===== src/rbd_pkg.sv =====
// shared types and constants for the rgba5551 box downsampler
package rbd_pkg;

  // pixel format
  localparam int PIX_W = 16;
  localparam int CHW   = 5;
  localparam logic [CHW-1:0] CH_MAX = 5'd31;

  // configuration register widths
  localparam int OW_W       = 7;
  localparam int OH_W       = 7;
  localparam int SW_W       = 4;
  localparam int SH_W       = 4;
  localparam int XO_W       = 9;
  localparam int YO_W       = 8;
  localparam int CFG_IDX_W  = 3;
  localparam int CFG_DATA_W = 9;

  // configuration register indexes
  localparam logic [CFG_IDX_W-1:0] REG_OUT_WIDTH     = 3'd0;
  localparam logic [CFG_IDX_W-1:0] REG_OUT_HEIGHT    = 3'd1;
  localparam logic [CFG_IDX_W-1:0] REG_SAMPLE_WIDTH  = 3'd2;
  localparam logic [CFG_IDX_W-1:0] REG_SAMPLE_HEIGHT = 3'd3;
  localparam logic [CFG_IDX_W-1:0] REG_X_OFFSET      = 3'd4;
  localparam logic [CFG_IDX_W-1:0] REG_Y_OFFSET      = 3'd5;

  // where the current source pixel sits relative to the block grid
  typedef struct packed {
    logic in_win;     // inside the output window
    logic run_first;  // first column of a block
    logic col_done;   // last column of a block
    logic row_first;  // first row of a block
    logic row_done;   // last row of a block
    logic last;       // bottom-right block of the output image
  } loc_t;

endpackage


===== src/rbd_avg.sv =====
// block average: rounded divide by pixel count via reciprocal multiply, two stages
module rbd_avg
  import rbd_pkg::*;
#(
  parameter int MAX_SAMPLE = 8
) (
  input  logic                                                    clk,
  input  logic                                                    rst_n,
  input  logic                                                    en,
  input  logic                                                    in_v,
  input  logic [2:0][$clog2(((2**CHW)-1)*MAX_SAMPLE*MAX_SAMPLE+1)-1:0] sums,
  input  logic [$clog2(MAX_SAMPLE*MAX_SAMPLE+1)-1:0]              n,
  input  logic                                                    in_last,
  output logic                                                    out_v,
  output logic [PIX_W-1:0]                                        out_pixel,
  output logic                                                    out_last
);

  localparam int NMAX = MAX_SAMPLE * MAX_SAMPLE;
  // x = 2*sum + n stays at or below (2*31+1)*n
  localparam int XW   = $clog2(((2**(CHW+1))-1)*NMAX+1);
  localparam int DW   = $clog2(2*NMAX+1);
  localparam int K    = XW + DW;
  localparam int PRW  = XW + K;

  logic [K-1:0] recip [NMAX+1];

  genvar gi;
  generate
    for (gi = 0; gi <= NMAX; gi++) begin : g_rc
      if (gi == 0) begin : g_zero
        assign recip[gi] = '0;
      end else begin : g_val
        localparam longint unsigned RC =
          ((longint'(1) << K) + 2*gi - 1) / (2*gi);
        assign recip[gi] = K'(RC);
      end
    end
  endgenerate

  logic                  a_v_r, b_v_r;
  logic                  a_last_r, b_last_r;
  logic [2:0][XW-1:0]    a_x_r;
  logic [K-1:0]          a_m_r;
  logic [2:0][PRW-1:0]   b_p_r;
  logic [2:0][CHW-1:0]   q;

  always_ff @(posedge clk) begin
    if (!rst_n) begin
      a_v_r <= 1'b0;
      b_v_r <= 1'b0;
    end else if (en) begin
      a_v_r <= in_v;
      b_v_r <= a_v_r;
    end
  end

  always_ff @(posedge clk) begin
    if (en) begin
      for (int k = 0; k < 3; k++) begin
        a_x_r[k] <= XW'({sums[k], 1'b0}) + XW'(n);
        b_p_r[k] <= PRW'(a_x_r[k]) * PRW'(a_m_r);
      end
      a_m_r    <= recip[n];
      a_last_r <= in_last;
      b_last_r <= a_last_r;
    end
  end

  always_comb begin
    for (int k = 0; k < 3; k++) begin
      q[k] = (b_p_r[k][PRW-1:K] > XW'(CH_MAX)) ? CH_MAX : CHW'(b_p_r[k][PRW-1:K]);
    end
  end

  assign out_v     = b_v_r;
  assign out_pixel = {q[0], q[1], q[2], 1'b1};
  assign out_last  = b_last_r;

endmodule


===== config.mk =====
export PLATFORM = sky130hd
export DESIGN_NAME = rbd_avg
export DESIGN_NICKNAME = d
export VERILOG_FILES = /design/src/rbd_pkg.sv /design/src/rbd_avg.sv
export SDC_FILE = /design/constraint.sdc
export NUM_CORES = 2
export LEC_CHECK = 0
export ABC_AREA = 1
export BUFFER_PORTS_ARGS = -buffer_cell sky130_fd_sc_hd__buf_2
export CAP_MARGIN = 20
export CORE_ASPECT_RATIO = 1.2
export CORE_MARGIN = 4
export CORE_UTILIZATION = 35
export DETAILED_ROUTE_END_ITERATION = 8
export GPL_TIMING_DRIVEN = 0
export PLACE_DENSITY = 0.51
export RECOVER_POWER = 100
export SKIP_CTS_REPAIR_TIMING = 1
export SLEW_MARGIN = 20
export SYNTH_ARGS = -nofsm -noshare
export SYNTH_HDL_FRONTEND = slang
export SYNTH_SLANG_ARGS = --single-unit

===== constraint.sdc =====
create_clock -name clk -period 8.1 [get_ports clk]
set_input_delay 0.81 -clock clk [delete_from_list [all_inputs] [get_ports clk]]
set_output_delay 0.81 -clock clk [all_outputs]
set_load 0.02 [all_outputs]

* Yosys cells after proc, flatten, opt, wreduce, memory -nomap -nowiden *
Memories as Yosys holds them, arrays and structs flattened. A register that Yosys moved wholly into a read port is not among the register bits.
Cells that the tools add are included.

cells by class
  $add $sub $neg = 3
  mux-type cells = 3
  $lt $le $gt $ge = 3
  divide/modulo/power cells = 0
  shift-type cells = 0
  reductions and logical operators = 0
  bitwise operators = 1
  multipliers = 3
  equality and inequality tests = 0

operators by type and width
  cell                                                                    number
  12-bit by 20-bit multiplier with 32-bit output                          3
  12-bit by 7-bit adder with 12-bit output                                3
  12-bit by 5-bit > comparator with 1-bit output (second input constant)  3
  5-bit 2-to-1 mux                                                        3
  7-bit inverter with 8-bit output                                        1

storage, ports and cells
  output and inout bits = 18
  latch bits = 0
  flip-flop bits (word level) = 136
  bits in writable memories = 0
  memories kept = 1
  word-level logic and storage cells = 24
  bits in read-only memories = 2560

memories
  name             words  width  read ports  clocked after memory_dff  write ports  RTL line       text
  (no name shown)  128    20     1           1                         0            rbd_avg.sv:64  a_m_r <= recip[n];

* Logic depth before layout (Yosys ltp) *
  depth after elaboration = 2
  depth in mapped cells = 24
  mapped depth without buffers = 22

* Worst setup path before layout *
Ideal clock, no wire load.

  path kind = register to register
  start = register a_m_r[19]
  end = register b_p_r[91] in the netlist's numbering (data pin)
  stages on the path, launching flop included = 21
  arrival time = 4578 ps
  setup time = 252 ps
  data required time = 7848 ps
  period minus slack after synthesis = 4830 ps
  setup slack = 3270 ps
  cells stage by stage = edfxtp_1 -> clkbuf_1 -> clkbuf_1 -> nand2_1 -> fa_1 -> inv_1 -> fa_1 -> inv_1 -> fa_1 -> inv_1 -> fa_1 -> fa_1 -> ha_1 -> a21oi_1 -> o21ai_0 -> a21oi_1 -> nor2_1 -> nor2_1 -> nand2_1 -> nand2_1 -> nand2_1

between the ends
  longest elaborated chain between the ends = 1

ends and longest elaborated chain
  item                                            RTL line       text
  from (decl)                                     rbd_avg.sv:44  logic [K-1:0] a_m_r;
  12-bit by 20-bit multiplier with 32-bit output  rbd_avg.sv:62  b_p_r[k] <= PRW'(a_x_r[k]) * PRW'(a_m_r);
  to (signal, indexed assignment)                 rbd_avg.sv:62
  to (decl)                                       rbd_avg.sv:45  logic [2:0][PRW-1:0] b_p_r;

Every way passes these cells.
A chain may end at the register's enable or synchronous reset.

* Worst setup path after layout *
  start = register a_m_r[7]
  end = register b_p_r[62] in the netlist's numbering (data pin)

Same word-level chain as after synthesis.

==> impl_results.md <==
* Die Wd at roughly 270 um
* Max-Cap Viols at 2
* Initial Util at 0.353
* # diodes at 0
* Worst Skew at 0.0197 ns
* Post-synthesis adder-cell area fraction at 0.488
* Post-synthesis sequential area ratio at 0.100
* Multiplexer share of the synthesized area at 0
* CP max-delay cell: clkbuf_1
* YS warnings at 0
* Pin count of the biggest net entering global routing at 54
* Largest area contributor in the netlist: fa_1
* Mapped Cells at about 3700
* CORE AREA at between 70000 and 80000 um2
* Setup CP Type: flop to flop
* Compound-Gate Fraction of Synth Area at 0.0572
* Tightest Pin Transition at between 3 and 4 ns
* Final Hold Fails at 0
* Synth Area in XOR/XNOR at 0.0106
* Clock transition at the registers of the reported paths at 0.08 ns
* Number of synthesized flops with an enable pin at 92
* Worst Setup End Kind: flop
* CTS buffer count at 9
* Worst Path Buf+Inv at 5
* Clk buf depth at 2
* Latest clock arrival within the worst-skew pair at 0.42 ns
* Remaining global-route overflow at 0
* Post-synth top area share at 0.386
* Initial DRC Count at 1677
* First-pass GRT wire length at ~140000 um
* Drc violations at 0
* Worst path max stage delay at about 0.72 ns
* Drt first pass iters at 5
* Relative slew slack at -1.17
* Die Height at 318 um
* Clock sinks at 94
* CTS tree: built
* Syn nets at approximately 4500
* WL/cell at slightly below 20 um
* Net count, final at 4562
* Fin. max-slew vios at 98
* Main synth FF type: edfxtp_1
* Routed wire length at between 90000 and 100000 um
* Startpoint types: flop
* I/O Pins at 63
* Number of routed nets with antenna violations at 0
* Min Clock Period, post-route at 6.50 ns
* Crit path DAT at roughly 6.7 ns
* Status: finished with violations
* Root buffer cell: clkbuf_16
* Row cnt at 113
* Register bit total from synthesis at 94
* Die ar. at 84600 um2
* Max FO, Critical Path at 10
* Main combinational cell family by area after synthesis: adder cells
* Syn Std Cell Area at roughly 28000 um2
* Via total after detailed routing at approximately 23000
* GPL Wtd Cong at 0.949
* Share of cells above drive strength 1 at 0.0213
* Simple-Gate Fraction of Synth Area at 0.193
* Post-DP HPWL at between 70000 and 80000 um
* Crit path cell chain: clkbuf_1, clkbuf_1, nand2_1, fa_1, inv_1, fa_1, fa_1, fa_1, inv_1, fa_1, inv_1, ha_1, nand2_1, nor2_1, nand4_1, o21ai_0, nand2_1, nand3_1, nand2_1
* Layout area overhead at 6.57%
* Min-delay worst type: flop to flop
* Setup_tns at 0 ns
* Port bufs at 61
* Syn Area/Cell at around 7.6 um2
* Post-synth cell types at between 40 and 50
* Asr flop ratio synth at 0
* H-tree depth at 3
* Highest clock rate at 0.154 GHz
* RSZ-0062 raised after global routing: false
* Vias per inst at 4.90
* Failing checks: capacitance limit, slew limit
* Number of global-route vias before repair at 24300
* Period utilization at 0.803
* CP most frequent cell: fa_1
* Final Setup Violations at 0
* GRT Total Usage at 0.222
* Leading cell types by total area after synthesis: fa_1 39%, nand2_1 14%, inv_1 13%, ha_1 10%, edfxtp_1 9.9%
* Antenna violations before repair at 1
* WP data required at slightly above 8 ns
* CP delay by family, top: adder cells
* Fillers at 8523
cell usage after synthesis, types with 2 or more instances:
cell type,number
a21boi_0,3
a21oi_1,131
fa_1,540
o21ai_2,3
nor4_2,3
or4_1,3
inv_2,3
o22ai_1,3
nor3_1,26
o211ai_1,9
nand2_1,1070
o21a_1,12
ha_1,227
nor2_2,2
buf_4,7
inv_1,954
dfxtp_1,2
xor2_1,19
a22oi_1,3
clkbuf_1,146
buf_2,7
a21o_1,5
nand3_1,70
xnor2_1,15
nor2_1,174
nand3b_1,4
o21bai_1,10
edfxtp_1,92
nor4_1,5
o21ai_1,4
o221ai_1,2
nand2_2,2
a31oi_1,5
nand4_1,13
o21ai_0,90
o31ai_1,3
state kept, by name, summed over array words and instances, names as in the netlist:
signal and flops:
a_x_r 34, a_m_r 20, a_v_r 1, out_v 1, a_last_r 1, b_p_r 36
out_last 1
through the flow:
| stage | utilization | hold slack, ns | instance area [um2] | setup slack (ns) | instances |
|---|---|---|---|---|---|
| after floorplan | - | 0.400 | 28000 | 3.27 | 3677 |
| after global placement | 0.374 | 0.404 | 29600 | 1.89 | 4773 |
| after detailed placement | 0.374 | 0.416 | 29600 | 1.90 | 4774 |
| after CTS | 0.378 | 0.437 | 29900 | 1.89 | 4790 |
| after global routing | 0.377 | 0.449 | 29800 | 1.39 | 4790 |
| final | 0.377 | 0.433 | 29800 | 1.60 | 4790 |
layout make-up:
class                   instances  area (um2)  share of cell area
plain buffers                 161         641              0.0215
clock inverters                 5        43.8             0.00147
multi-input cells            2464       20900               0.701
flip-flops and latches         94        2800              0.0940
repair buffers                 62         284             0.00952
well taps                    1035        1290              0.0434
clock buffers                  11         243             0.00814
inverters                     958        3600               0.121
path summary, 6_finish.rpt:
| check | startpoint | end | slack, ns | depth (start not counted) |
|---|---|---|---|---|
| setup / recovery | a_m_r[7] | b_p_r[62] | 1.60 | 19 |
| hold / removal | a_last_r | out_last | 0.43 | 0 |
| hold reg to reg | a_last_r | out_last | 0.43 | 0 |
| setup reg to reg | a_m_r[7] | b_p_r[62] | 1.60 | 19 |
logic make-up after synthesis:
family / after synthesis
simple gates: 1374
buf+inv: 1119
flops: 94
fa+ha+maj: 767
xor+xnor: 34
other cells: 1
compound gates: 288
cells in the final DEF (no fill, tap or decap), drive strengths merged, types with 4 or more instances in the layout:
| cell | n |
|---|---|
| o21ai | 97 |
| o211ai | 9 |
| nand4 | 13 |
| ha | 227 |
| a21oi | 131 |
| a21o | 5 |
| nand2 | 1072 |
| clkbuf | 180 |
| nand3 | 70 |
| nor2 | 177 |
| nand3b | 4 |
| xnor2 | 15 |
| nor3 | 26 |
| edfxtp | 92 |
| fa | 540 |
| xor2 | 19 |
| o21a | 12 |
| inv | 959 |
| o21bai | 10 |
| a31oi | 5 |
| buf | 54 |
| nor4 | 8 |
per-layer routing:
metal	track usage	vias up	part of all wire	routed length (um)
met3	0.0251	158	0.058	5320
met5	0	-	0	0
met4	0.0934	0	0.048	4410
met1	0.292	11700	0.42	38400
met2	0.372	736	0.48	44200
li1	-	10900	-	-
Power is left out: the tool's default activity adds up to more than one toggle a clock period on the data nets, which glitch-free logic cannot reach.
