File: src/rbd_pkg.sv
// shared types and constants for the rgba5551 box downsampler
package rbd_pkg;

  // pixel format
  localparam int PIX_W = 16;
  localparam int CHW   = 5;
  localparam logic [CHW-1:0] CH_MAX = 5'd31;

  // configuration register widths
  localparam int OW_W       = 7;
  localparam int OH_W       = 7;
  localparam int SW_W       = 4;
  localparam int SH_W       = 4;
  localparam int XO_W       = 9;
  localparam int YO_W       = 8;
  localparam int CFG_IDX_W  = 3;
  localparam int CFG_DATA_W = 9;

  // configuration register indexes
  localparam logic [CFG_IDX_W-1:0] REG_OUT_WIDTH     = 3'd0;
  localparam logic [CFG_IDX_W-1:0] REG_OUT_HEIGHT    = 3'd1;
  localparam logic [CFG_IDX_W-1:0] REG_SAMPLE_WIDTH  = 3'd2;
  localparam logic [CFG_IDX_W-1:0] REG_SAMPLE_HEIGHT = 3'd3;
  localparam logic [CFG_IDX_W-1:0] REG_X_OFFSET      = 3'd4;
  localparam logic [CFG_IDX_W-1:0] REG_Y_OFFSET      = 3'd5;

  // where the current source pixel sits relative to the block grid
  typedef struct packed {
    logic in_win;     // inside the output window
    logic run_first;  // first column of a block
    logic col_done;   // last column of a block
    logic row_first;  // first row of a block
    logic row_done;   // last row of a block
    logic last;       // bottom-right block of the output image
  } loc_t;

endpackage

File: src/rbd_locate.sv
// source position tracker with block-grid counters and a serial resync divider
module rbd_locate
  import rbd_pkg::*;
#(
  parameter int SCREEN_W   = 320,
  parameter int SCREEN_H   = 240,
  parameter int MAX_OUT_W  = 64,
  parameter int MAX_SAMPLE = 8
) (
  input  logic                            clk,
  input  logic                            rst_n,
  input  logic                            cfg_we,
  input  logic [XO_W-1:0]                 x_offset,
  input  logic [YO_W-1:0]                 y_offset,
  input  logic [$clog2(MAX_SAMPLE+1)-1:0] sw_c,
  input  logic [$clog2(MAX_SAMPLE+1)-1:0] sh_c,
  input  logic [$clog2(MAX_OUT_W+1)-1:0]  ow_c,
  input  logic [OH_W-1:0]                 oh_c,
  input  logic                            step,
  input  logic                            frame_start,
  output logic                            ready,
  output loc_t                            loc,
  output logic [$clog2(MAX_OUT_W)-1:0]    ix_addr
);

  localparam int CW   = $clog2(SCREEN_W);
  localparam int RW   = $clog2(SCREEN_H);
  localparam int PW   = (CW > RW) ? CW : RW;
  localparam int SMB  = $clog2(MAX_SAMPLE+1);
  localparam int AW   = $clog2(MAX_OUT_W);
  localparam int CNTW = $clog2(PW+1);

  typedef enum logic [1:0] {
    ST_READY = 2'b01,
    ST_DIV   = 2'b10
  } rs_state_t;

  rs_state_t       state_r, state_nxt;
  logic            pend_r;
  logic [CNTW-1:0] cnt_r;

  logic [CW-1:0]  col_r, ix_r;
  logic [RW-1:0]  row_r, iy_r;
  logic           cin_r, rin_r;
  logic [SMB-1:0] sx_r, sy_r;

  logic [PW-1:0]  dvx_r, dvy_r, qx_r, qy_r;
  logic [SMB-1:0] remx_r, remy_r;

  // current item's view
  logic [CW-1:0]  c_col, c_ix;
  logic [RW-1:0]  c_row, c_iy;
  logic           c_cin, c_rin;
  logic [SMB-1:0] c_sx, c_sy;

  // position after this item
  logic [CW-1:0]  col_nxt, ix_nxt;
  logic [RW-1:0]  row_nxt, iy_nxt;
  logic           cin_nxt, rin_nxt;
  logic [SMB-1:0] sx_nxt, sy_nxt;
  logic           cwrap, rwrap;

  logic [SMB:0]   remx_t, remy_t;
  logic           gex, gey;

  always_comb begin
    if (frame_start) begin
      c_col = '0;
      c_row = '0;
      c_cin = (x_offset == '0);
      c_rin = (y_offset == '0);
      c_sx  = '0;
      c_sy  = '0;
      c_ix  = '0;
      c_iy  = '0;
    end else begin
      c_col = col_r;
      c_row = row_r;
      c_cin = cin_r;
      c_rin = rin_r;
      c_sx  = sx_r;
      c_sy  = sy_r;
      c_ix  = ix_r;
      c_iy  = iy_r;
    end
  end

  always_comb begin
    loc.in_win    = c_cin && c_rin && (c_ix < ow_c) && (c_iy < oh_c);
    loc.run_first = (c_sx == '0);
    loc.col_done  = (c_sx == SMB'(sw_c - 1'b1));
    loc.row_first = (c_sy == '0);
    loc.row_done  = (c_sy == SMB'(sh_c - 1'b1));
    loc.last      = (c_ix == ow_c - 1'b1) && (c_iy == oh_c - 1'b1);
    ix_addr       = AW'(c_ix);
  end

  // column then row advance
  always_comb begin
    cwrap   = (c_col == CW'(SCREEN_W - 1));
    col_nxt = cwrap ? '0 : CW'(c_col + 1'b1);
    cin_nxt = c_cin;
    sx_nxt  = c_sx;
    ix_nxt  = c_ix;
    if (col_nxt == x_offset) begin
      cin_nxt = 1'b1;
      sx_nxt  = '0;
      ix_nxt  = '0;
    end else if (cwrap) begin
      cin_nxt = 1'b0;
      sx_nxt  = '0;
      ix_nxt  = '0;
    end else if (c_cin) begin
      if (c_sx == SMB'(sw_c - 1'b1)) begin
        sx_nxt = '0;
        ix_nxt = CW'(c_ix + 1'b1);
      end else begin
        sx_nxt = SMB'(c_sx + 1'b1);
      end
    end

    rwrap   = (c_row == RW'(SCREEN_H - 1));
    row_nxt = c_row;
    rin_nxt = c_rin;
    sy_nxt  = c_sy;
    iy_nxt  = c_iy;
    if (cwrap) begin
      row_nxt = rwrap ? '0 : RW'(c_row + 1'b1);
      if (row_nxt == y_offset) begin
        rin_nxt = 1'b1;
        sy_nxt  = '0;
        iy_nxt  = '0;
      end else if (rwrap) begin
        rin_nxt = 1'b0;
        sy_nxt  = '0;
        iy_nxt  = '0;
      end else if (c_rin) begin
        if (c_sy == SMB'(sh_c - 1'b1)) begin
          sy_nxt = '0;
          iy_nxt = RW'(c_iy + 1'b1);
        end else begin
          sy_nxt = SMB'(c_sy + 1'b1);
        end
      end
    end
  end

  // restoring divide step, one quotient bit per cycle for both axes
  always_comb begin
    remx_t = {remx_r, dvx_r[PW-1]};
    remy_t = {remy_r, dvy_r[PW-1]};
    gex    = (remx_t >= {1'b0, sw_c});
    gey    = (remy_t >= {1'b0, sh_c});
  end

  always_comb begin
    state_nxt = state_r;
    unique case (state_r)
      ST_READY: if (pend_r) state_nxt = ST_DIV;
      ST_DIV:   if (!pend_r && cnt_r == '0) state_nxt = ST_READY;
      default:  state_nxt = ST_READY;
    endcase
  end

  assign ready = (state_r == ST_READY) && !pend_r;

  always_ff @(posedge clk) begin
    if (!rst_n) begin
      state_r <= ST_READY;
      pend_r  <= 1'b1;
      cnt_r   <= '0;
      col_r   <= '0;
      row_r   <= '0;
      cin_r   <= 1'b0;
      rin_r   <= 1'b0;
      sx_r    <= '0;
      sy_r    <= '0;
      ix_r    <= '0;
      iy_r    <= '0;
    end else begin
      state_r <= state_nxt;
      pend_r  <= cfg_we;
      if (pend_r) begin
        cnt_r <= CNTW'(PW);
        cin_r <= (col_r >= x_offset);
        rin_r <= (row_r >= y_offset);
      end else if (state_r == ST_DIV) begin
        if (cnt_r == '0) begin
          ix_r <= CW'(qx_r);
          iy_r <= RW'(qy_r);
          sx_r <= remx_r;
          sy_r <= remy_r;
        end else begin
          cnt_r <= CNTW'(cnt_r - 1'b1);
        end
      end else if (step) begin
        col_r <= col_nxt;
        row_r <= row_nxt;
        cin_r <= cin_nxt;
        rin_r <= rin_nxt;
        sx_r  <= sx_nxt;
        sy_r  <= sy_nxt;
        ix_r  <= ix_nxt;
        iy_r  <= iy_nxt;
      end
    end
  end

  // divider datapath
  always_ff @(posedge clk) begin
    if (pend_r) begin
      dvx_r  <= (col_r >= x_offset) ? PW'(col_r - x_offset) : '0;
      dvy_r  <= (row_r >= y_offset) ? PW'(row_r - y_offset) : '0;
      remx_r <= '0;
      remy_r <= '0;
      qx_r   <= '0;
      qy_r   <= '0;
    end else if (state_r == ST_DIV && cnt_r != '0) begin
      dvx_r  <= {dvx_r[PW-2:0], 1'b0};
      dvy_r  <= {dvy_r[PW-2:0], 1'b0};
      remx_r <= gex ? SMB'(remx_t - {1'b0, sw_c}) : SMB'(remx_t);
      remy_r <= gey ? SMB'(remy_t - {1'b0, sh_c}) : SMB'(remy_t);
      qx_r   <= {qx_r[PW-2:0], gex};
      qy_r   <= {qy_r[PW-2:0], gey};
    end
  end

endmodule

File: config.mk
export PLATFORM = sky130hd
export DESIGN_NAME = rbd_locate
export DESIGN_NICKNAME = d
export VERILOG_FILES = /design/src/rbd_pkg.sv /design/src/rbd_locate.sv
export SDC_FILE = /design/constraint.sdc
export NUM_CORES = 1
export LEC_CHECK = 0
export BUFFER_PORTS_ARGS = -buffer_cell sky130_fd_sc_hd__buf_2
export CAP_MARGIN = 30
export CORE_MARGIN = 4
export CORE_UTILIZATION = 65
export DETAILED_ROUTE_END_ITERATION = 12
export GPL_ROUTABILITY_DRIVEN = 0
export PLACE_DENSITY = 0.84
export SYNTH_ARGS = -nofsm -noshare
export SYNTH_HDL_FRONTEND = slang
export SYNTH_SLANG_ARGS = --single-unit
export TNS_END_PERCENT = 10
File: constraint.sdc
create_clock -name clk -period 12.34 [get_ports clk]
set_clock_uncertainty 0.05 [all_clocks]
set_input_delay 1.234 -clock clk [delete_from_list [all_inputs] [get_ports clk]]
set_output_delay 1.234 -clock clk [all_outputs]
set_load 0.1 [all_outputs]
# [Word level (Yosys, flattened, before mapping)]
# Cells that the tools add are included.
[word_totals] register_bits=94 latch_bits=0 ram_bits=0 mem_bits_ro=0 inputBits=44 word_cells=149 n_memories=0
[op_classes] n_addsub=15 multipliers=0 n_div=0 n_lt_le_gt_ge=6 n_eq_ne=15 shifts=0 muxes=66 bitwise=4 n_reduce_logical=25
[ops] operator="$mux W9" count=16
[ops] operator="$mux W8" count=12
[ops] operator="$mux W4" count=22
[ops] operator="$add A9 B1 Y9 const B" count=2
[ops] operator="$eq A9 B9 Y1" count=2
[ops] operator="$add A8 B1 Y8 const B" count=2
[ops] operator="$eq A8 B8 Y1" count=2
[ops] operator="$sub A7 B1 Y8 const B" count=2
[ops] operator="$mux W1" count=13
[ops] operator="$logic_not A4 Y1" count=3
[ops] operator="$sub A4 B1 Y4 const B" count=3
[ops] operator="$ge A5 B4 Y1" count=2
[ops] operator="$ne A2 B2 Y1 const B" count=5
[ops] operator="$eq A9 B9 Y1 const B" count=1
[ops] operator="$ge A9 B9 Y1" count=1
[ops] operator="$logic_not A9 Y1" count=1
[ops] operator="$lt A9 B7 Y1" count=1
[ops] operator="$sub A8 B8 Y9" count=1
[ops] operator="$sub A9 B9 Y9" count=1
[ops] operator="$add A4 B1 Y4 const B" count=2
[ops] operator="$eq A4 B4 Y1" count=2
[ops] operator="$eq A8 B8 Y1 const B" count=1
[ops] operator="$ge A8 B8 Y1" count=1
[ops] operator="$logic_not A8 Y1" count=1
[ops] operator="14 further kinds" count=32

# [Depth between registers and ports, before layout]
# Gate-level depths: netlist of the first run.
[depth] ltp_word=9 depth_mapped=19

# [Least setup slack after synthesis of the first run]
# No wires, ideal clock.
[synth_timing] kind="input to output" startpoint="in frame_start" endpoint="out loc[0] (netlist name)" arrival_ps=7152 slack_ps=3904 cell_stages=11 n_path_buf=5 path_cell_list="buf_2 > buf_2 > buf_2 > buf_2 > buf_2 > nor2b_1 > xnor2_1 > xnor2_1 > nor4_1 > nand4_1 > nor4_1"
[synth_lines] item="start: declaration" line_no="rbd_locate.sv:20" source="input logic frame_start,"
[synth_lines] item="end: declaration" line_no="rbd_locate.sv:22" source="output loc_t loc,"

==> summary.md, run 1 <==
| Metric | Value |
|---|---|
| Outcome | finished clean |
| Final Critical Period | 5.39 ns |
| Crit start category | input port |
| Power, Total | roughly 740 µW |
| P_int | 523 µW |
| Share of layout cells above drive strength 1 | 10.2% |
| Worst slew margin | 31.0% |
| Synth top cells by count | nand2_1, a21oi_1, inv_1 |
| WL/cell | 16.7 µm |
| Via-per-instance ratio | 6.36 |
| Slew @ Worst Pin | 1.03 ns |
| Buffers on Ports | 56 |
| CORE AREA | 0.0114 mm² |
| Final Cell Area | ~0.0082 mm² |
| EDFF count, synth | 18 |
| CP endpoint kind | output pin |
| NetSw | 216 µW |
| Clk slew on worst S/H paths | 0.07 ns |
| Depth of the worst hold-timing path | 2 |
| CP arrival | 4.11 ns |
| Syn Nets | 1086 |
| Post-Syn Area | between 0.007 and 0.008 mm² |
| Pre-CTS WS | 6.96 ns |
| I/O Pins | 57 |
| Leakage | 3.27 nW |
| Sequential fraction of the synthesis area | 27.2% |
| Initial antenna violation count | 0 |
| Placed insts | 1137 |
| Initial Util | 66.3% |
| Unrepaired setup endpoints after global routing | false |
| Hold Slack | 0.410 ns |
| Horiz. Die Dim | 116 µm |
| Power Density | 90.3 mW/mm² |
| Achievable frequency | 186 MHz |
| Antenna Nets Post-Route | 0 |
| Hold WC Path Type | flop to flop |
| Final worst setup slack | around 7.0 ns |
| Yosys warnings | 0 |
| Synth top area share | 20.1% |
| Max-Cap Viols | 0 |
| Cts hold-fix bufs | 0 |
| Final nets | 1107 |
| Largest net degree at the start of global routing | 67 |
| Drt drc | 0 |
| Layout area overhead | 8.05% |
| Grt ovf | 0 |
| Slowest stage delay, CP | between 0.5 and 0.6 ns |
| Slowest CP cell | or4_1 |
| Clock sinks | 94 |
| Final Cycle Share | a little over two fifths |
| Avg Synthesized Cell Area | 7.69 µm² |
| Post-synth top area cell | dfxtp_1 |
| Root Driver | clkbuf_16 |
| Synthesized flop and latch total | 94 |
| CP Max Fanout | 66 |
| Synth Flop Type | dfxtp_1 |
| Worst Path Class, Setup | input port to output pin |
| Maximum VDD drop | 88.6 µV |
| Async SR Flop Fraction | 0% |
| Final WL | around 19 mm |
| Setup_tns | 0 ns |
| Leading cell type by number of instances after synthesis | nand2_1 |
| Die Span Y | between 100 and 150 µm |
| FF-to-FF path depth | 10 |
| CTS tree | built |
| Data required time of the critical path | 11.06 ns |
| Die ar. | approximately 0.013 mm² |
| # rows | 39 |
| Vias post-DR | 7340 |
| Slew Limit Fails | 0 |
| Clock group share of total power | 39.3% |
| First-pass GRT wire length | 31.9 mm |
| Reg power frac | 44.4% |
| CTS Buf Count | 9 |
| Starting DRC count in detailed routing | roughly 760 |
| Switching share of power | 29.2% |
| Final setup vio count | 0 |
| Dpl cell area | 0.00788 mm² |
| Logic gate share of total power | 16.2% |
| Total track usage | just under 30% |
| Yosys cell types | 73 |
| Hpwl dp | around 14 mm |
| Syn Inst Count | 985 |
| H-tree depth | 3 |
| Clk_lat worst skew | roughly 0.36 ns |
| Worst-case clock buffer depth | 2 |
| Post-CTS setup buffer count | 0 |
| Antenna fix cells | 0 |
| Top post-synthesis cells by area | dfxtp_1, ha_1, edfxtp_1 |
| Non-filler cells, final | 1154 |
| First-pass iteration count of the detailed router | 5 |
| Worst-path cell chain | buf_2, buf_4, inv_2, nand2_1, ha_1, or4_1, nor4_1, nand4_1, nor4_1, buf_2 |
| Final hold viol count | 0 |
| Slack of the worst reg-to-reg path | 8.63 ns |
| Vias in the first global route | ~6.8k |
| Layout Utilization | 71.7% |
| PostCTS Resize Cnt | 0 |
[area by class of cell]
type	instances	area, µm²
Clock buffer	9	225
Clock inverter	7	76.3
Fill cell	938	3240
Inverter	83	312
Multi-Input combinational cell	752	4980
Sequential cell	94	2060
Tap cell	143	179
Timing Repair Buffer	66	353
[metal layers]
layer	GRT usage (%)	share of wire [%]	wire, µm	up-vias
li1	-	-	-	3567
met5	0	0	0	-
met3	4.13	7.8	1500	41
met4	11.7	2.1	407	0
met1	38.2	43	8240	3400
met2	48.4	47	9070	332
[logic make-up (layout without fill, tap and decap cells)]
kind of cell               after synthesis  in the layout  synth area share (%)
DFF                                     94             94                  27.2
and+or+nand+nor                        351            351                  24.3
xor gates and xnor gates                71             71                  8.21
adders and majority gates               57             57                  9.81
buffers and inverters                  139            165                  7.19
AOI/OAI and AO/OA                      261            261                  21.6
muxes                                   12             12                  1.64
[power by group through the flow]
stage / sequential (mW) / clock, mW / combinational [mW]
final: 0.328 / 0.291 / 0.120
after global routing: 0.329 / 0.306 / 0.133
after CTS: 0.328 / 0.292 / 0.119
after detailed placement: 0.335 / 0 / 0.118
after global placement: 0.335 / 0 / 0.116
after floorplan: 0.333 / 0 / 0.0861
[flip-flops by register name (all words and copies together), names as in the netlist, 8 cells and up]
| register | flops |
|---|---|
| col_r | 9 |
| dvx_r | 9 |
| dvy_r | 9 |
| ix_r | 9 |
| qx_r | 9 |
| iy_r | 8 |
| qy_r | 8 |
| row_r | 8 |
[critical path, delay by kind of cell]
family | cells | cell delay, ns
simple gates | 5 | 1.23
buf+inv | 4 | 1.37
fa+ha+maj | 1 | 0.23
[cells in the final DEF (no fill, tap or decap), types with 22 or more instances in the layout]
cell and count:
nand2_1 96, nor3_1 22, a21oi_1 83, nor2_1 62
xnor2_1 50, ha_1 53, dfxtp_1 76, inv_1 82
buf_2 56, nor2b_1 32, nand3_1 31, o21ai_0 67
[path summary, 6_finish.rpt]
check / from / endpoint
hold reg to reg: qx_r[8] / qx_r[8]
setup reg to reg: col_r[0] / sy_r[1]
setup / recovery: frame_start / loc[0]
hold / removal: qx_r[8] / qx_r[8]
No activity file was read; power rests on OpenSTA's default activity.
==> run 2, diff against run 1 <==
--- a/config.mk
+++ b/config.mk
@@ -8,10 +8,10 @@
 export BUFFER_PORTS_ARGS = -buffer_cell sky130_fd_sc_hd__buf_2
 export CAP_MARGIN = 30
 export CORE_MARGIN = 4
-export CORE_UTILIZATION = 65
+export CORE_UTILIZATION = 56
 export DETAILED_ROUTE_END_ITERATION = 12
 export GPL_ROUTABILITY_DRIVEN = 0
-export PLACE_DENSITY = 0.84
+export PLACE_DENSITY = 0.77
 export SYNTH_ARGS = -nofsm -noshare
 export SYNTH_HDL_FRONTEND = slang
 export SYNTH_SLANG_ARGS = --single-unit
==> constraint.sdc (replaced) <==
create_clock -name clk -period 4.8 [get_ports clk]
set_clock_uncertainty 0.05 [all_clocks]
set_input_delay 0.48 -clock clk [delete_from_list [all_inputs] [get_ports clk]]
set_output_delay 0.48 -clock clk [all_outputs]
set_load 0.1 [all_outputs]
==> run 2 against run 1 <==
  * Combinational power grew to 2.6 times the previous value
  * Via count down 3.0%
  * Cell area up 1.4%
  * Sequential cell count unchanged
  * Sequential power increased to 2.6 times the previous value
  * Worst setup slack got worse by 5.9 ns
  * Total power grew to 2.6 times the previous value
  * Register-to-register slack got worse by 7.4 ns
  * Hold slack got worse by 0.16 ns
==> summary.md, run 2 (synthesized netlist as in run 1, its figures left out) <==
| Metric | Value |
|---|---|
| P_int | ~1.4 mW |
| First-pass iteration count of the detailed router | 6 |
| Max-Cap Viols | 0 |
| Non-filler cells, final | 1189 |
| Horiz. Die Dim | between 100 and 150 µm |
| Clk_lat worst skew | 0.36 ns |
| Leakage | approximately 3.3 nW |
| Logic gate share of total power | about 16% |
| Highest-count cells in the layout ignoring fill and taps | nand2_1, a21oi_1, inv_1, dfxtp_1, o21ai_0 |
| Starting DRC count in detailed routing | 490 |
| M2 GR Usage | 38.7% |
| Grt ovf | 0 |
| Total track usage | around a quarter |
| GRT met1 Usage | 33.8% |
| Cts hold-fix bufs | 0 |
| Die Span Y | 124 µm |
| Worst-case clock buffer depth | 2 |
| CP Max Fanout | 18 |
| Achievable frequency | 268 MHz |
| Largest net degree at the start of global routing | 39 |
| Critical R2R Capture | sy_r[3] |
| Setup_tns | 0 ns |
| Hold Slack | 0.250 ns |
| CTS tree | built |
| Final Critical Period | 3.73 ns |
| Power Density | 235 mW/mm² |
| Layout area overhead | 9.52% |
| CP endpoint kind | output pin |
| WL/cell | 16.3 µm |
| Outcome | finished clean |
| CORE AREA | 0.0132 mm² |
| Final Cycle Share | 77.7% |
| Hold endpoint | pend_r |
| Clock group share of total power | 40.8% |
| PostCTS Resize Cnt | 0 |
| Vias in the first global route | 6587 |
| Antenna Nets Post-Route | 0 |
| Post-CTS setup buffer count | 0 |
| Clock sinks | 94 |
| # rows | 42 |
| Final WL | 19.3 mm |
| Die ar. | 0.0154 mm² |
| H-tree depth | 3 |
| R2r startpoint | col_r[0] |
| Slew @ Worst Pin | around 1.1 ns |
| Hpwl dp | ~14 mm |
| Worst Path Class, Setup | input port to output pin |
| Via-per-instance ratio | 5.99 |
| I/O Pins | 57 |
| Worst hold start | cfg_we |
| Commonest non-fill, non-tap cell in the layout | nand2_1 |
| CTS Buf Count | 9 |
| Drt drc | 0 |
| Depth of the worst hold-timing path | 2 |
| Root Driver | clkbuf_16 |
| GRT met3 Usage | 4.46% |
| Final hold viol count | 0 |
| Vias post-DR | 7123 |
| Unrepaired setup endpoints after global routing | false |
| Top Usage Layer GRT | met2 |
| Buffers on Ports | between 50 and 60 |
| Worst slew margin | 27.9% |
| Share of layout cells above drive strength 1 | 10.6% |
| Slew Limit Fails | 0 |
| CP arrival | 3.20 ns |
| NetSw | 542 µW |
| Initial antenna violation count | 0 |
| Placed insts | 1173 |
| Power, Total | 1.95 mW |
| FF-to-FF path depth | 10 |
| Hold WC Path Type | input port to flop |
| Data required time of the critical path | 4.27 ns |
| Switching share of power | about 28% |
| First-pass GRT wire length | 32.0 mm |
| Final setup vio count | 0 |
| Initial Util | 57.2% |
| Crit start category | input port |
| Reg power frac | 43.3% |
| Maximum VDD drop | about 160 µV |
| Antenna fix cells | 0 |
| Final nets | 1109 |
| Fillers | 1204 |
| Slack of the worst reg-to-reg path | ~1.2 ns |
| Clk slew on worst S/H paths | 0.07 ns |
[run 2: changes by cell type in the layout (fill, tap and decap cells not counted), sizes merged]
cell | before | now
clkdlybuf4s15 | 0 | 1
inv | 87 | 85
clkbuf | 10 | 13
buf | 65 | 67
clkinv | 2 | 0
[run 2: worst max-delay path by stage]
stage,start,to,slack [ns],cells after the start
2_1_floorplan,frame_start,loc[5],0.05,15
3_3_place_gp,frame_start,sy_r[1],1.07,12
3_5_place_dp,frame_start,sy_r[3],0.98,12
4_1_cts,frame_start,loc[0],1.05,10
5_1_grt,frame_start,loc[0],0.85,10
6_report,frame_start,loc[0],1.07,10
[run 2: worst max-delay path, stage by stage]
cell and delay, ns:
buf_2 0.17, buf_4 0.22, inv_2 0.29, nand2_1 0.13, ha_1 0.30, or4_1 0.53
nor4_1 0.18, nand4_1 0.19, nor4_4 0.23, buf_2 0.46
[run 2: final cells by class]
type / instances / area [µm²] / area share [%]
Sequential cell: 94 / 2060 / 24.9
Tap cell: 176 / 220 / 2.65
Multi-Input combinational cell: 752 / 5000 / 60.3
Timing Repair Buffer: 68 / 374 / 4.51
Inverter: 83 / 312 / 3.76
Clock inverter: 3 / 45.0 / 0.543
Clock buffer: 13 / 283 / 3.41
[run 2: power groups by stage]
stage / Combinational [mW] / Sequential, mW / Clock, mW
final: 0.311 / 0.844 / 0.795
after global routing: 0.344 / 0.846 / 0.841
after CTS: 0.309 / 0.844 / 0.806
after detailed placement: 0.307 / 0.861 / 0
after global placement: 0.301 / 0.861 / 0
after floorplan: 0.223 / 0.856 / 0
[run 2: routing by layer]
layer  vias to the layer above  wire length (µm)
met5                         -                 0
met4                         0               376
met3                        38              1130
met2                       235              8850
met1                      3295              9000
li1                       3555                 -
[run 2: stage by stage]
step           util [%]  setup slack (ns)  instance area (µm²)
2_1_floorplan         -            0.0504                 7600
3_3_place_gp       60.1              1.07                 7960
5_1_grt            62.6             0.850                 8290
6_report           62.6              1.07                 8290
4_1_cts            62.6              1.05                 8290
3_5_place_dp       60.2             0.976                 7970
==> run 3, diff against run 2 <==
--- a/config.mk
+++ b/config.mk
@@ -8,10 +8,10 @@
 export BUFFER_PORTS_ARGS = -buffer_cell sky130_fd_sc_hd__buf_2
 export CAP_MARGIN = 30
 export CORE_MARGIN = 4
-export CORE_UTILIZATION = 56
+export CORE_UTILIZATION = 62
 export DETAILED_ROUTE_END_ITERATION = 12
 export GPL_ROUTABILITY_DRIVEN = 0
-export PLACE_DENSITY = 0.77
+export PLACE_DENSITY = 0.81
 export SYNTH_ARGS = -nofsm -noshare
 export SYNTH_HDL_FRONTEND = slang
 export SYNTH_SLANG_ARGS = --single-unit
==> constraint.sdc (replaced) <==
create_clock -name clk -period 3.68 [get_ports clk]
set_clock_uncertainty 0.05 [all_clocks]
set_input_delay 0.368 -clock clk [delete_from_list [all_inputs] [get_ports clk]]
set_output_delay 0.368 -clock clk [all_outputs]
set_load 0.1 [all_outputs]
==> run 3 against run 2 <==
  * Register-to-register slack worse by 0.84 ns
  * Largest cell class unchanged
  * Global-route usage is 3.0 points higher
  * Utilization grew 7.2 points
  * Die area fell by 9.1%
  * Routed wire length decreased by 0.56%
  * Final cell count down 1.9%
  * First-iteration DRC count grew 70%
==> summary.md, run 3 (synthesized netlist as in run 1, its figures left out) <==
| Metric | Value |
|---|---|
| Clk slew on worst S/H paths | 0.06 ns |
| Hpwl dp | 13.8 mm |
| Crit start category | flop |
| Initial Util | 63.3% |
| Top Usage Layer GRT | met2 |
| Antenna Nets Post-Route | 0 |
| Worst-case clock buffer depth | 2 |
| Final nets | 1115 |
| Unrepaired setup endpoints after global routing | false |
| WL/cell | approximately 17 µm |
| Crit. Startpoint | col_r[0] |
| Horiz. Die Dim | 119 µm |
| Dpl cell area | 0.00804 mm² |
| Leakage | about 3.3 nW |
| Final hold viol count | 0 |
| Crit-path most repeated cell | xnor2_1 |
| Maximum VDD drop | 313 µV |
| First-pass iteration count of the detailed router | 6 |
| Final Cycle Share | 89.3% |
| Slowest stage delay, CP | 0.54 ns |
| PostCTS Resize Cnt | 0 |
| Slack of the worst reg-to-reg path | between 0.3 and 0.4 ns |
| Initial antenna violation count | 0 |
| Highest-count cells in the layout ignoring fill and taps | nand2_1, inv_1, a21oi_1, dfxtp_1, o21ai_0 |
| Power Density | 296 mW/mm² |
| Die Span Y | 119 µm |
| Grt ovf | 0 |
| Antenna fix cells | 0 |
| Clock sinks | between 90 and 100 |
| Achievable frequency | about 300 MHz |
| Final Cell Area | 0.00835 mm² |
| Drt drc | 0 |
| M2 GR Usage | a little over two fifths |
| Via-per-instance ratio | 6.25 |
| Worst hold start | cfg_we |
| R2r startpoint | col_r[0] |
| Die ar. | 0.0140 mm² |
| First-pass GRT wire length | 32.5 mm |
| Hold WC Path Type | input port to flop |
| Worst slew margin | 44.6% |
| Fillers | 996 |
| # rows | 40 |
| Power, Total | 2.48 mW |
| Max-Cap Viols | 0 |
| Outcome | finished clean |
| Largest net degree at the start of global routing | 41 |
| GRT met3 Usage | 3.97% |
| Cts hold-fix bufs | 0 |
| Layout area overhead | 10.3% |
| Slowest CP cell | or4_4 |
| Slew @ Worst Pin | 0.830 ns |
| CP Max Fanout | 7 |
| CP arrival | approximately 3.5 ns |
| Commonest non-fill, non-tap cell in the layout | nand2_1 |
| CORE AREA | 0.0120 mm² |
| Setup_tns | 0 ns |
| I/O Pins | 57 |
| Data required time of the critical path | ~3.9 ns |
| H-tree depth | 3 |
| GRT met1 Usage | between 30% and 40% |
| Final Critical Period | 3.28 ns |
| CTS tree | built |
| Final WL | about 19 mm |
| Slew Limit Fails | 0 |
| CTS Buf Count | 9 |
| Buffers on Ports | 56 |
| Root Driver | clkbuf_16 |
| Share of layout cells above drive strength 1 | 11.4% |
| Clk_lat worst skew | 0.35 ns |
| Post-CTS setup buffer count | 0 |
| Worst Path Class, Setup | flop to flop |
| Total track usage | 27.5% |
| Vias post-DR | 7286 |
| Final setup vio count | 0 |
| Vias in the first global route | 6844 |
| Worst-path cell chain | nor2b_1, ha_2, and3_1, xnor2_1, nor2_1, xnor2_1, or4_4, nor4_4, or4_1, o22ai_1 |
| Starting DRC count in detailed routing | 834 |
| CP endpoint kind | flop |
[run 3: cell count changes in the layout (fill, tap and decap cells not counted), sizes merged]
cell	previous run	this run
clkinv	0	1
clkdlybuf4s15	1	0
inv	85	83
clkinvlp	0	1
buf	67	74
[run 3: layout make-up]
cell class / instances / area (µm²) / area share, %
Multi-Input combinational cell: 752 / 5030 / 60.3
Clock inverter: 3 / 41.3 / 0.494
Clock buffer: 13 / 262 / 3.13
Sequential cell: 94 / 2060 / 24.7
Inverter: 83 / 312 / 3.73
Tap cell: 147 / 184 / 2.20
Timing Repair Buffer: 74 / 458 / 5.48
[run 3: per-stage QoR]
stage               instances  setup WS [ns]  hold WS [ns]  utilization, %
finish                   1166          0.395         0.151            69.8
global route             1166          0.245         0.158            69.8
CTS                      1166          0.270         0.143            69.8
detailed placement       1150          0.166         0.396            67.2
global placement         1150          0.331         0.388            67.2
floorplan                 985        0.00771         0.382               -
[run 3: final timing paths]
check,endpoint,cells past startpoint
max,ix_r[5],10
min,pend_r,2
max reg2reg,ix_r[5],10
min reg2reg,qx_r[8],2
[run 3: metal layers]
metal | part of all wire [%] | routed length [µm]
met1 | 46 | 8820
met2 | 45 | 8630
met3 | 7.2 | 1390
met4 | 2.0 | 392
met5 | 0 | 0
[run 3: power by group]
part	switching [mW]	internal [mW]	leakage (nW)	total (mW)
Clock	0.397	0.567	0.143	0.964
Combinational	0.265	0.146	2.35	0.411
Sequential	0.0219	1.08	0.816	1.10
Total	0.683	1.79	3.31	2.48
[run 3: worst max-delay path, delay by kind of cell, from the launching register on]
| family | cells | cell delay [ns] |
|---|---|---|
| AO/OA/AOI/OAI | 1 | 0.10 |
| adder cells (fa/ha/maj) | 1 | 0.29 |
| flip-flops | 1 | 0.40 |
| AND/OR/NAND/NOR | 6 | 2.04 |
| XOR/XNOR | 2 | 0.26 |
